File: config.mk
export PLATFORM = sky130hd
export DESIGN_NAME = midi_running_status_parser_flat
export DESIGN_NICKNAME = d
export VERILOG_FILES = /design/src/mrsp_pkg.sv /design/src/mrsp_in_if.sv /design/src/mrsp_out_if.sv /design/src/midi_running_status_parser.sv /design/src/flat_wrapper.sv
export VERILOG_INCLUDE_DIRS = /design/src /design/src/src
export SDC_FILE = /design/constraint.sdc
export NUM_CORES = 1
export LEC_CHECK = 0
export BUFFER_PORTS_ARGS = -buffer_cell sky130_fd_sc_hd__buf_2
export CORE_ASPECT_RATIO = 2
export CORE_UTILIZATION = 49
export DETAILED_ROUTE_END_ITERATION = 6
export MAX_ROUTING_LAYER = met4
export PLACE_DENSITY = 0.72
export SYNTH_ARGS = -nofsm -noshare
export SYNTH_HDL_FRONTEND = slang
export SYNTH_SLANG_ARGS = --single-unit
export TNS_END_PERCENT = 20
File: constraint.sdc
create_clock -name clk_i -period 2.95 [get_ports clk_i]
set_clock_uncertainty 0.2 [all_clocks]
set_input_delay 0.295 -clock clk_i [delete_from_list [all_inputs] [get_ports clk_i]]
set_output_delay 0.295 -clock clk_i [all_outputs]
set_load 0.01 [all_outputs]
File: src/midi_running_status_parser_defines.svh
// ----------------------------------------------------------------------------
// midi_running_status_parser_defines
// Assertion macros shared by the parser RTL.
// ----------------------------------------------------------------------------
`ifndef MIDI_RUNNING_STATUS_PARSER_DEFINES_SVH
`define MIDI_RUNNING_STATUS_PARSER_DEFINES_SVH

// Same-cycle implication, disabled while reset is active.
`define MRSP_ASSERT_IMPL(label, clk, rst_n, ante, cons, msg) \
  label: assert property (@(posedge clk) disable iff (!(rst_n)) (ante) |-> (cons)) \
    else $error(msg);

// Next-cycle implication, disabled while reset is active.
`define MRSP_ASSERT_NEXT(label, clk, rst_n, ante, cons, msg) \
  label: assert property (@(posedge clk) disable iff (!(rst_n)) (ante) |=> (cons)) \
    else $error(msg);

`endif

File: src/mrsp_pkg.sv
// ----------------------------------------------------------------------------
// mrsp_pkg
// Widths, byte ranges and byte classification for the MIDI parser.
// ----------------------------------------------------------------------------
`timescale 1ns / 1ps

package mrsp_pkg;

  localparam int unsigned ByteW = 8;
  localparam int unsigned DataW = 7;

  // Byte range boundaries of the MIDI stream.
  localparam logic [ByteW-1:0] RtFirst  = 8'hF8;
  localparam logic [ByteW-1:0] SysFirst = 8'hF0;
  localparam logic [ByteW-1:0] StatusBit = 8'h80;

  // Upper nibbles of channel messages that carry a single data byte.
  localparam logic [3:0] KindProgram  = 4'hC;
  localparam logic [3:0] KindPressure = 4'hD;

  typedef enum logic [1:0] {
    CLS_DATA,
    CLS_STATUS,
    CLS_SYSTEM,
    CLS_REALTIME
  } byte_class_e;

  // Sort one received byte into its class.
  function automatic byte_class_e classify(input logic [ByteW-1:0] b);
    byte_class_e cls;
    if (b >= RtFirst) begin
      cls = CLS_REALTIME;
    end else if (b >= SysFirst) begin
      cls = CLS_SYSTEM;
    end else if ((b & StatusBit) != '0) begin
      cls = CLS_STATUS;
    end else begin
      cls = CLS_DATA;
    end
    return cls;
  endfunction

  // A channel status takes two data bytes unless it is program change or
  // channel pressure.
  function automatic logic takes_two(input logic [ByteW-1:0] b);
    return !((b[7:4] == KindProgram) || (b[7:4] == KindPressure));
  endfunction

endpackage

File: src/mrsp_in_if.sv
// ----------------------------------------------------------------------------
// mrsp_in_if
// Valid/ready channel that carries one received MIDI byte per transfer.
// ----------------------------------------------------------------------------
`timescale 1ns / 1ps

interface mrsp_in_if import mrsp_pkg::*; ();
  logic             valid;
  logic             ready;
  logic [ByteW-1:0] rx_byte;

  modport source (output valid, output rx_byte, input ready);
  modport sink   (input valid, input rx_byte, output ready);
endinterface

File: src/mrsp_out_if.sv
// ----------------------------------------------------------------------------
// mrsp_out_if
// Valid/ready channel that carries one parsed message per transfer.
// ----------------------------------------------------------------------------
`timescale 1ns / 1ps

interface mrsp_out_if import mrsp_pkg::*; ();
  logic             valid;
  logic             ready;
  logic             is_realtime;
  logic [ByteW-1:0] status_out;
  logic [DataW-1:0] first_data;
  logic [DataW-1:0] second_data;

  modport source (output valid, output is_realtime, output status_out,
                  output first_data, output second_data, input ready);
  modport sink   (input valid, input is_realtime, input status_out,
                  input first_data, input second_data, output ready);
endinterface

File: src/midi_running_status_parser.sv
// Results: the byte that completes a message passes the input register, then
// the result register, from which the result is offered to the receiver.
// Throughput: one byte per cycle while no result waits on a stalled output;
// the result register is refilled in the same cycle its contents are taken.
// Reset: rst_ni clears running status, held data and both valid flags.
// ----------------------------------------------------------------------------
// midi_running_status_parser
// MIDI byte stream parser with running status and real-time pass-through.
// ----------------------------------------------------------------------------
`timescale 1ns / 1ps
`include "midi_running_status_parser_defines.svh"

module midi_running_status_parser import mrsp_pkg::*; (
  input  logic      clk_i,
  input  logic      rst_ni,
  mrsp_in_if.sink   rx_i,
  mrsp_out_if.source msg_o
);

  // Input register.
  logic             byte_vld_q;
  logic [ByteW-1:0] byte_q;

  // Parser state.
  logic [ByteW-1:0] run_status_q, run_status_d;
  logic [DataW-1:0] held_data_q, held_data_d;
  logic             bytes_held_q, bytes_held_d;
  logic             wants_two_q, wants_two_d;

  // Result register.
  logic             out_vld_q;
  logic             out_rt_q, out_rt_d;
  logic [ByteW-1:0] out_status_q, out_status_d;
  logic [DataW-1:0] out_d1_q, out_d1_d;
  logic [DataW-1:0] out_d2_q, out_d2_d;

  byte_class_e      cls;
  logic             has_result;
  logic             out_free;
  logic             adv;
  logic             in_xfer;

  assign cls      = classify(byte_q);
  assign out_free = !out_vld_q || msg_o.ready;
  assign adv      = byte_vld_q && (!has_result || out_free);
  assign in_xfer  = rx_i.valid && rx_i.ready;

  assign rx_i.ready = !byte_vld_q || adv;

  // Decode the registered byte against the current state.
  always_comb begin
    run_status_d = run_status_q;
    held_data_d  = held_data_q;
    bytes_held_d = bytes_held_q;
    wants_two_d  = wants_two_q;
    has_result   = 1'b0;
    out_rt_d     = 1'b0;
    out_status_d = run_status_q;
    out_d1_d     = byte_q[DataW-1:0];
    out_d2_d     = '0;
    unique case (cls)
      CLS_REALTIME: begin
        has_result   = 1'b1;
        out_rt_d     = 1'b1;
        out_status_d = byte_q;
        out_d1_d     = '0;
      end
      CLS_SYSTEM: begin
        run_status_d = '0;
        bytes_held_d = 1'b0;
      end
      CLS_STATUS: begin
        run_status_d = byte_q;
        bytes_held_d = 1'b0;
        wants_two_d  = takes_two(byte_q);
      end
      CLS_DATA: begin
        // Stray data with no armed status is dropped.
        if (run_status_q != '0) begin
          if (!wants_two_q) begin
            has_result = 1'b1;
          end else if (!bytes_held_q) begin
            held_data_d  = byte_q[DataW-1:0];
            bytes_held_d = 1'b1;
          end else begin
            has_result   = 1'b1;
            bytes_held_d = 1'b0;
            out_d1_d     = held_data_q;
            out_d2_d     = byte_q[DataW-1:0];
          end
        end
      end
      default: begin
        has_result = 1'b0;
      end
    endcase
  end

  // Input register: loads on every input transfer.
  always_ff @(posedge clk_i or negedge rst_ni) begin
    if (!rst_ni) begin
      byte_vld_q <= 1'b0;
    end else if (rx_i.ready) begin
      byte_vld_q <= rx_i.valid;
    end
  end

  always_ff @(posedge clk_i) begin
    if (in_xfer) begin
      byte_q <= rx_i.rx_byte;
    end
  end

  // Parser state advances when the registered byte is consumed.
  always_ff @(posedge clk_i or negedge rst_ni) begin
    if (!rst_ni) begin
      run_status_q <= '0;
      held_data_q  <= '0;
      bytes_held_q <= 1'b0;
      wants_two_q  <= 1'b0;
    end else if (adv) begin
      run_status_q <= run_status_d;
      held_data_q  <= held_data_d;
      bytes_held_q <= bytes_held_d;
      wants_two_q  <= wants_two_d;
    end
  end

  // Result register valid flag.
  always_ff @(posedge clk_i or negedge rst_ni) begin
    if (!rst_ni) begin
      out_vld_q <= 1'b0;
    end else if (adv && has_result) begin
      out_vld_q <= 1'b1;
    end else if (msg_o.ready) begin
      out_vld_q <= 1'b0;
    end
  end

  // Result register payload.
  always_ff @(posedge clk_i) begin
    if (adv && has_result) begin
      out_rt_q     <= out_rt_d;
      out_status_q <= out_status_d;
      out_d1_q     <= out_d1_d;
      out_d2_q     <= out_d2_d;
    end
  end

  assign msg_o.valid       = out_vld_q;
  assign msg_o.is_realtime = out_rt_q;
  assign msg_o.status_out  = out_status_q;
  assign msg_o.first_data  = out_d1_q;
  assign msg_o.second_data = out_d2_q;

  // A held data byte only exists for an armed two-byte status.
  `MRSP_ASSERT_IMPL(a_held_needs_status, clk_i, rst_ni, bytes_held_q,
      (run_status_q != '0) && wants_two_q, "held data byte without two-byte status")

  // A channel message always carries a channel status byte.
  `MRSP_ASSERT_IMPL(a_chan_status, clk_i, rst_ni, out_vld_q && !out_rt_q,
      out_status_q[7] && (out_status_q < SysFirst), "channel result with bad status")

  // Real-time bytes leave the parser state untouched.
  `MRSP_ASSERT_NEXT(a_rt_keeps_state, clk_i, rst_ni, adv && (cls == CLS_REALTIME),
      $stable(run_status_q) && $stable(bytes_held_q), "real-time byte changed state")

  // A byte that cannot advance stays in the input register.
  `MRSP_ASSERT_NEXT(a_byte_holds, clk_i, rst_ni, byte_vld_q && !adv,
      byte_vld_q && $stable(byte_q), "stalled input byte lost")

endmodule

File: src/flat_wrapper.sv
// flat-port wrapper written by rule: the top's interface ports become plain ports
module midi_running_status_parser_flat import mrsp_pkg::*;
  (clk_i, rst_ni, rx_i_valid, rx_i_rx_byte, rx_i_ready, msg_o_valid, msg_o_is_realtime, msg_o_status_out, msg_o_first_data, msg_o_second_data, msg_o_ready);
  mrsp_in_if rx_i_i ();
  mrsp_out_if msg_o_i ();
  input  logic clk_i;
  input  logic rst_ni;
  input wire logic [$bits(rx_i_i.valid)-1:0] rx_i_valid;
  input wire logic [$bits(rx_i_i.rx_byte)-1:0] rx_i_rx_byte;
  output wire logic [$bits(rx_i_i.ready)-1:0] rx_i_ready;
  output wire logic [$bits(msg_o_i.valid)-1:0] msg_o_valid;
  output wire logic [$bits(msg_o_i.is_realtime)-1:0] msg_o_is_realtime;
  output wire logic [$bits(msg_o_i.status_out)-1:0] msg_o_status_out;
  output wire logic [$bits(msg_o_i.first_data)-1:0] msg_o_first_data;
  output wire logic [$bits(msg_o_i.second_data)-1:0] msg_o_second_data;
  input wire logic [$bits(msg_o_i.ready)-1:0] msg_o_ready;
  assign rx_i_i.valid = rx_i_valid;
  assign rx_i_i.rx_byte = rx_i_rx_byte;
  assign rx_i_ready = rx_i_i.ready;
  assign msg_o_valid = msg_o_i.valid;
  assign msg_o_is_realtime = msg_o_i.is_realtime;
  assign msg_o_status_out = msg_o_i.status_out;
  assign msg_o_first_data = msg_o_i.first_data;
  assign msg_o_second_data = msg_o_i.second_data;
  assign msg_o_i.ready = msg_o_ready;
  midi_running_status_parser u_core (.clk_i(clk_i), .rst_ni(rst_ni), .rx_i(rx_i_i), .msg_o(msg_o_i));
endmodule
==> results of run 1 <==
sequential cells by signal, summed over array words and instances, names as in the netlist:
name	cells
u_core.msg_o.first_data	7
u_core.msg_o.second_data	7
u_core.byte_vld_q	1
u_core.msg_o.valid	1
u_core.msg_o.is_realtime	1
u_core.byte_q	8
u_core.bytes_held_q	1
u_core.msg_o.status_out	8
u_core.run_status_q	8
u_core.held_data_q	7
u_core.wants_two_q	1
worst max-delay path: stages (launching register included):
cell      delay [ns]
edfxtp_1        0.45
nand3_1         0.14
o21ai_0         0.25
ha_1            0.31
o221ai_2        0.15
a211o_1         0.35
nand2b_1        0.18
buf_2           0.15
worst max path at each step:
stage | depth (start not counted) | slack [ns] | startpoint | endpoint
final | 7 | 0.18 | u_core.byte_q[6] | rx_i_ready
after detailed placement | 8 | 0.32 | u_core.byte_q[5] | u_core.byte_q[3]
after global routing | 7 | 0.04 | u_core.byte_q[6] | rx_i_ready
after floorplan | 8 | 0.13 | u_core.byte_q[5] | u_core.msg_o.first_data[0]
after global placement | 8 | 0.41 | u_core.byte_q[5] | u_core.byte_q[2]
after CTS | 8 | 0.10 | u_core.byte_q[6] | rx_i_ready
cell type report:
cell class | count | area (sq um)
Sequential cell | 50 | 1410
Clock buffer | 5 | 68.8
Tap cell | 52 | 65.1
Fill cell | 344 | 1590
Multi-Input combinational cell | 87 | 671
Inverter | 6 | 22.5
Clock inverter | 3 | 21.3
Timing Repair Buffer | 47 | 288
through the flow:
stage,std cells,hold slack (ns)
after global routing,250,0.177
after detailed placement,232,0.0655
after global placement,232,0.0557
after CTS,250,0.121
after floorplan,147,-0.201
final,250,0.127
timing repair:
action | 4_1_cts | 5_1_grt
hold buffers | 10 | 0
endpoints found under the setup margin | 0 | 1
resized for setup | 0 | 1
hold endpoints to repair | 28 | 0
cell families (layout without fill, tap and decap cells):
kind of cell,after synthesis,in the layout,synth area share (%)
and+or+nand+nor,43,43,11.3
adders and majority gates,3,3,1.77
DFF,50,50,66.4
muxes,16,16,9.69
buffers and inverters,10,61,2.13
AOI/OAI and AO/OA,25,25,8.69
power by group through the flow:
stage | logic (mW) | clock network, mW | registers (mW)
final | 0.283 | 0.381 | 0.914
after global routing | 0.306 | 0.410 | 0.926
after CTS | 0.284 | 0.388 | 0.912
after detailed placement | 0.273 | 0 | 0.925
after global placement | 0.264 | 0 | 0.921
after floorplan | 0.201 | 0 | 0.915
Yosys cell counts, drive strengths merged (2+ instances only):
master / count / area (sq um)
inv: 6 / 22.5
edfxtp: 31 / 931
a22o: 7 / 61.3
ha: 3 / 37.5
dfrtp: 19 / 475
nand2: 19 / 71.3
a211o: 2 / 18.8
o21ai: 10 / 50.1
and2: 8 / 50.1
nor2: 3 / 11.3
mux2: 15 / 195
clkbuf: 3 / 11.3
nand2b: 3 / 18.8
nand3: 3 / 27.5
or4: 2 / 22.5
nor2b: 3 / 18.8
routing by layer:
metal  global-route usage, %  vias to the layer above  part of all wire [%]
met3                    2.74                       16                   3.6
li1                        -                      630                     -
met4                    15.9                        0                   6.2
met2                    35.0                       53                    55
met5                       -                        -                     0
met1                    18.1                      631                    35
==> reports/qor.yml, run 1 <==
status: "complete, no violations"
seqPwrFrac_pct: 57.9
syn_nets: 162
numPortBuffers: 36
hold_end: "u_core.msg_o.valid"
p_switching_mw: 0.404
grt_max_degree: 24
drc: 0
clock_power_share_pct: 24.1
p_sw_share_pct: 25.6
post_synth_num_cell_types: 29
irDropWorstVdd_mv: 0.485
utilization_pct: 61.6
row_count: 33
setup_viol: 0
cts_root_buffer: "clkbuf_8"
rsz0062_at_grt: "no"
period_share_pct: 93.9
crit_arrival_ns: 2.28
hold_depth: 3
grt_use_total_pct: 19.5
antenna_found_initial: 0
finalPower_mw: 1.58
io_pins: 37
clkLatencyLatePin_ns: 0.29
wl_per_cell_um: 15.9
pre_cts_ws_ns: 0.319
postCtsSetupRepairBufs: 0
reg2reg_slack_ns: 0.37
synthFlopType: "edfxtp_1"
die_area_sq_um: 4600
slew_headroom_pct: 65.3
hp-start: "msg_o_ready"
setup_tns_ns: 0
worstHoldPathType: "in2reg"
ff2ff_path_depth: 7
grt_pass1_vias: 1365
yosys_warnings: 0
clk_pin_slew_ns: 0.09
crit_path_end_kind: "primary output"
die_w_um: 48.5
drtPass1Iterations: 4
p_comb_share_pct: 17.9
worst-path-max-fanout: 7
p_leak_nw: 1.06
gp_congestion: 0.791
p_int_mw: 1.17
worst_pin_slew_ns: 0.519
post_dp_cell_area_sq_um: 2350
globalRoute.totalOverflow: 0
layout.nets: 212
drive_above_1_share_pct: 34.3
hpwlAfterDp_um: 3090
die_height_um: 95.0
coreArea_sq_um: 4130
slew_viol_final: 0
final_cell_mix: "buf_2, edfxtp_1, nand2_1, dfrtp_1"
drtIter0Drc: 34
cap_viol_max_count: 0
antenna_cells: 0
worst_slack_ns: 0.180
synth.avg_cell_area_sq_um: 14.4
design_area_sq_um: 2540
totalWireLength_um: 3980
path_class: "reg2out"
fmax_mhz: 361
async_reset_ff_share_pct: 38.0
vias: 1330
powerDensity_nw_per_um2: 620
routed_via_density: 5.32
reg2reg_to: "u_core.byte_q[4]"
synth_edf_count: 31
cts_buffers: 5
required_ns: 2.46
htreeDepth: 2
cp-start-kind: "flip-flop"
ant_nets: 0
synth_seq_area_share_pct: 66.4
cts_tree: "yes"
initial_utilization_pct: 51.3
min_period_ns: 2.77
layout_commonest_cell: "buf_2"
cts_buffer_depth: 2
netlist_area_sq_um: 2120
cts.sinks: 50
rr_startpoint: "u_core.byte_q[6]"
hold_viol_final: 0
grt_pass1_wl_um: 6290
netlist_instances: 147
ys_seq_elements: 50
area.growth.synth_to_final_pct: 20.1
(Power assumes the default switching activity.)
==> run 2: changes to the inputs <==
Settings changed: BUFFER_PORTS_ARGS -buffer_cell sky130_fd_sc_hd__buf_2 to -buffer_cell sky130_fd_sc_hd__buf_4, SLEW_MARGIN set to 20.
==> run 2 against run 1 <==
Effect of this change: sequential share of layout area is 2.3 points lower; sequential power hardly changed; clock power is 22% higher; setup slack better by 0.017 ns; critical path depth stayed put; power is 6.2% higher; largest power group unchanged; first-iteration DRC count is 32% lower; design area is 4.3% higher; combinational power is 4% higher; maximum frequency is 0.62% higher; highest routed layer unchanged; clock-buffer cell count is 1 higher.
==> reports/qor.yml, run 2 (same netlist as run 1, synthesis figures left out) <==
worst-path-max-fanout: 7  # unchanged
row_count: 33  # unchanged
clkLatencyLatePin_ns: 0.30  # about the same
antenna_cells: 0  # unchanged
holdWs_ns: 0.107  # -0.0206 ns
totalWireLength_um: 4080  # +2.5%
globalRoute.totalOverflow: 0  # unchanged
grt_use_total_pct: 20.7  # +1.2 points
worst_pin_slew_ns: 0.538  # +0.0185 ns
slowest_delay_ns: 0.46  # about the same
slew_viol_final: 0  # unchanged
cts_buffers: 5  # unchanged
numPortBuffers: 36  # unchanged
drtPass1Iterations: 4  # unchanged
layout_commonest_cell: "buf_4"
setup_viol: 0  # unchanged
initial_utilization_pct: 51.3  # unchanged
drtIter0Drc: 23  # -32%
final_cell_mix: "buf_4, edfxtp_1, nand2_1, dfrtp_1"
final_cells: 250  # unchanged
p_switching_mw: 0.404  # about the same
grt_pass1_wl_um: 6600  # +5.1%
die_w_um: 48.5  # unchanged
drc: 0  # unchanged
p_sw_share_pct: 24.1  # -1.5 points
postCtsSetupRepairBufs: 0  # unchanged
required_ns: 2.46  # about the same
layout.nets: 212  # unchanged
cp_top_family: "compound AO/OA/AOI/OAI gates"
cp-start-kind: "flip-flop"
p_int_mw: 1.27  # +8.4%
slew_headroom_pct: 63.7  # -1.6 points
powerDensity_nw_per_um2: 632  # +1.8%
crit_path_end_kind: "primary output"
coreArea_sq_um: 4130  # unchanged
p_leak_nw: 1.10  # +3.9%
die_area_sq_um: 4600  # unchanged
gp_congestion: 0.781  # -1.3%
cts.sinks: 50  # unchanged
seqPwrFrac_pct: 54.7  # -3.2 points
slowest_stage: "edfxtp_1"
drive_above_1_share_pct: 33.8  # -0.51 points
status: "complete, no violations"
routed_via_density: 5.28  # -0.83%
period_share_pct: 93.3  # -0.58 points
io_pins: 37  # unchanged
cap_viol_max_count: 0  # unchanged
cts_tree: "yes"
area.growth.synth_to_final_pct: 25.3
irDropWorstVdd_mv: 0.385  # -21%
hpwlAfterDp_um: 3030  # -1.9%
worstHoldPathType: "in2reg"
die_height_um: 95.0  # unchanged
setup_tns_ns: 0  # unchanged
fillers: 326  # -5.2%
clk_pin_slew_ns: 0.08  # about the same
antenna_found_initial: 0  # unchanged
vias: 1319  # -0.83%
wl_per_cell_um: 16.3  # +2.5%
grt_max_degree: 24  # unchanged
htreeDepth: 2  # unchanged
path_class: "reg2out"
cts_buffer_depth: 2  # unchanged
clock_power_share_pct: 27.7  # +3.6 points
min_period_ns: 2.75  # -0.0171 ns
fmax_mhz: 363  # +0.62%
grt_pass1_vias: 1375  # +0.73%
crit_arrival_ns: 2.26  # -0.02 ns
rsz0062_at_grt: "no"
worst-path-buf-inv: 1  # unchanged
p_comb_share_pct: 17.5  # -0.4 points
path_cells: "nand3_1, o21ai_0, ha_1, o221ai_2, a211o_1, nand2b_1, buf_4"
place_inst: 232  # unchanged
hold_viol_final: 0  # unchanged
cts_root_buffer: "clkbuf_8"
finalPower_mw: 1.68  # +6.2%
ant_nets: 0  # unchanged
run 2: power groups by stage:
| stage | combinational (mW) | clock [mW] | sequential (mW) |
|---|---|---|---|
| CTS | 0.294 | 0.475 | 0.915 |
| detailed placement | 0.282 | 0 | 0.931 |
| finish | 0.294 | 0.465 | 0.917 |
| global route | 0.319 | 0.499 | 0.926 |
| global placement | 0.276 | 0 | 0.922 |
| floorplan | 0.201 | 0 | 0.915 |
run 2: through the flow:
step	setup WS, ns	cell area [sq um]	util, %
final	0.197	2650	64.2
after global routing	0.0451	2650	64.2
after CTS	0.123	2640	63.9
after detailed placement	0.316	2440	59.1
after global placement	0.395	2440	59.1
after floorplan	0.130	2120	-
run 2: routing by layer:
layer  vias to the layer above  GRT usage [%]  share of wire (%)
li1                        636              -                  -
met5                         -              -                  0
met4                         0           14.7                5.5
met3                        17           3.38                3.2
met1                       624           19.1                 35
met2                        42           37.9                 56
run 2: path summary, 6_finish.rpt:
path,from,endpoint,slack (ns),cells past startpoint
min,msg_o_ready,u_core.msg_o.valid,0.11,3
max,u_core.byte_q[5],rx_i_ready,0.20,7
min in group asynchronous,rst_ni,u_core.run_status_q[1],0.20,2
max reg2reg,u_core.byte_q[5],u_core.byte_q[4],0.39,7
max in group asynchronous,rst_ni,u_core.held_data_q[3],2.14,2
min reg2reg,u_core.run_status_q[6],u_core.run_status_q[6],0.32,2
run 2: final cells by class:
class | instances | area (sq um) | area share [%]
Clock inverter | 2 | 37.5 | 1.42
Sequential cell | 50 | 1410 | 53.0
Timing Repair Buffer | 47 | 378 | 14.2
Clock buffer | 6 | 72.6 | 2.74
Inverter | 6 | 22.5 | 0.849
Tap cell | 52 | 65.1 | 2.45
Multi-Input combinational cell | 87 | 671 | 25.3
run 2: repair_timing:
| action | in CTS | in global routing |
|---|---|---|
| gates resized for setup | 0 | 1 |
| endpoints found under the hold margin | 27 | 1 |
| setup endpoints to repair | 0 | 1 |
| hold buffers | 9 | 1 |
run 2: worst min-delay path, delay by kind of cell:
family	cells	cell delay, ns
simple gates	2	0.19
buf+inv	1	0.08
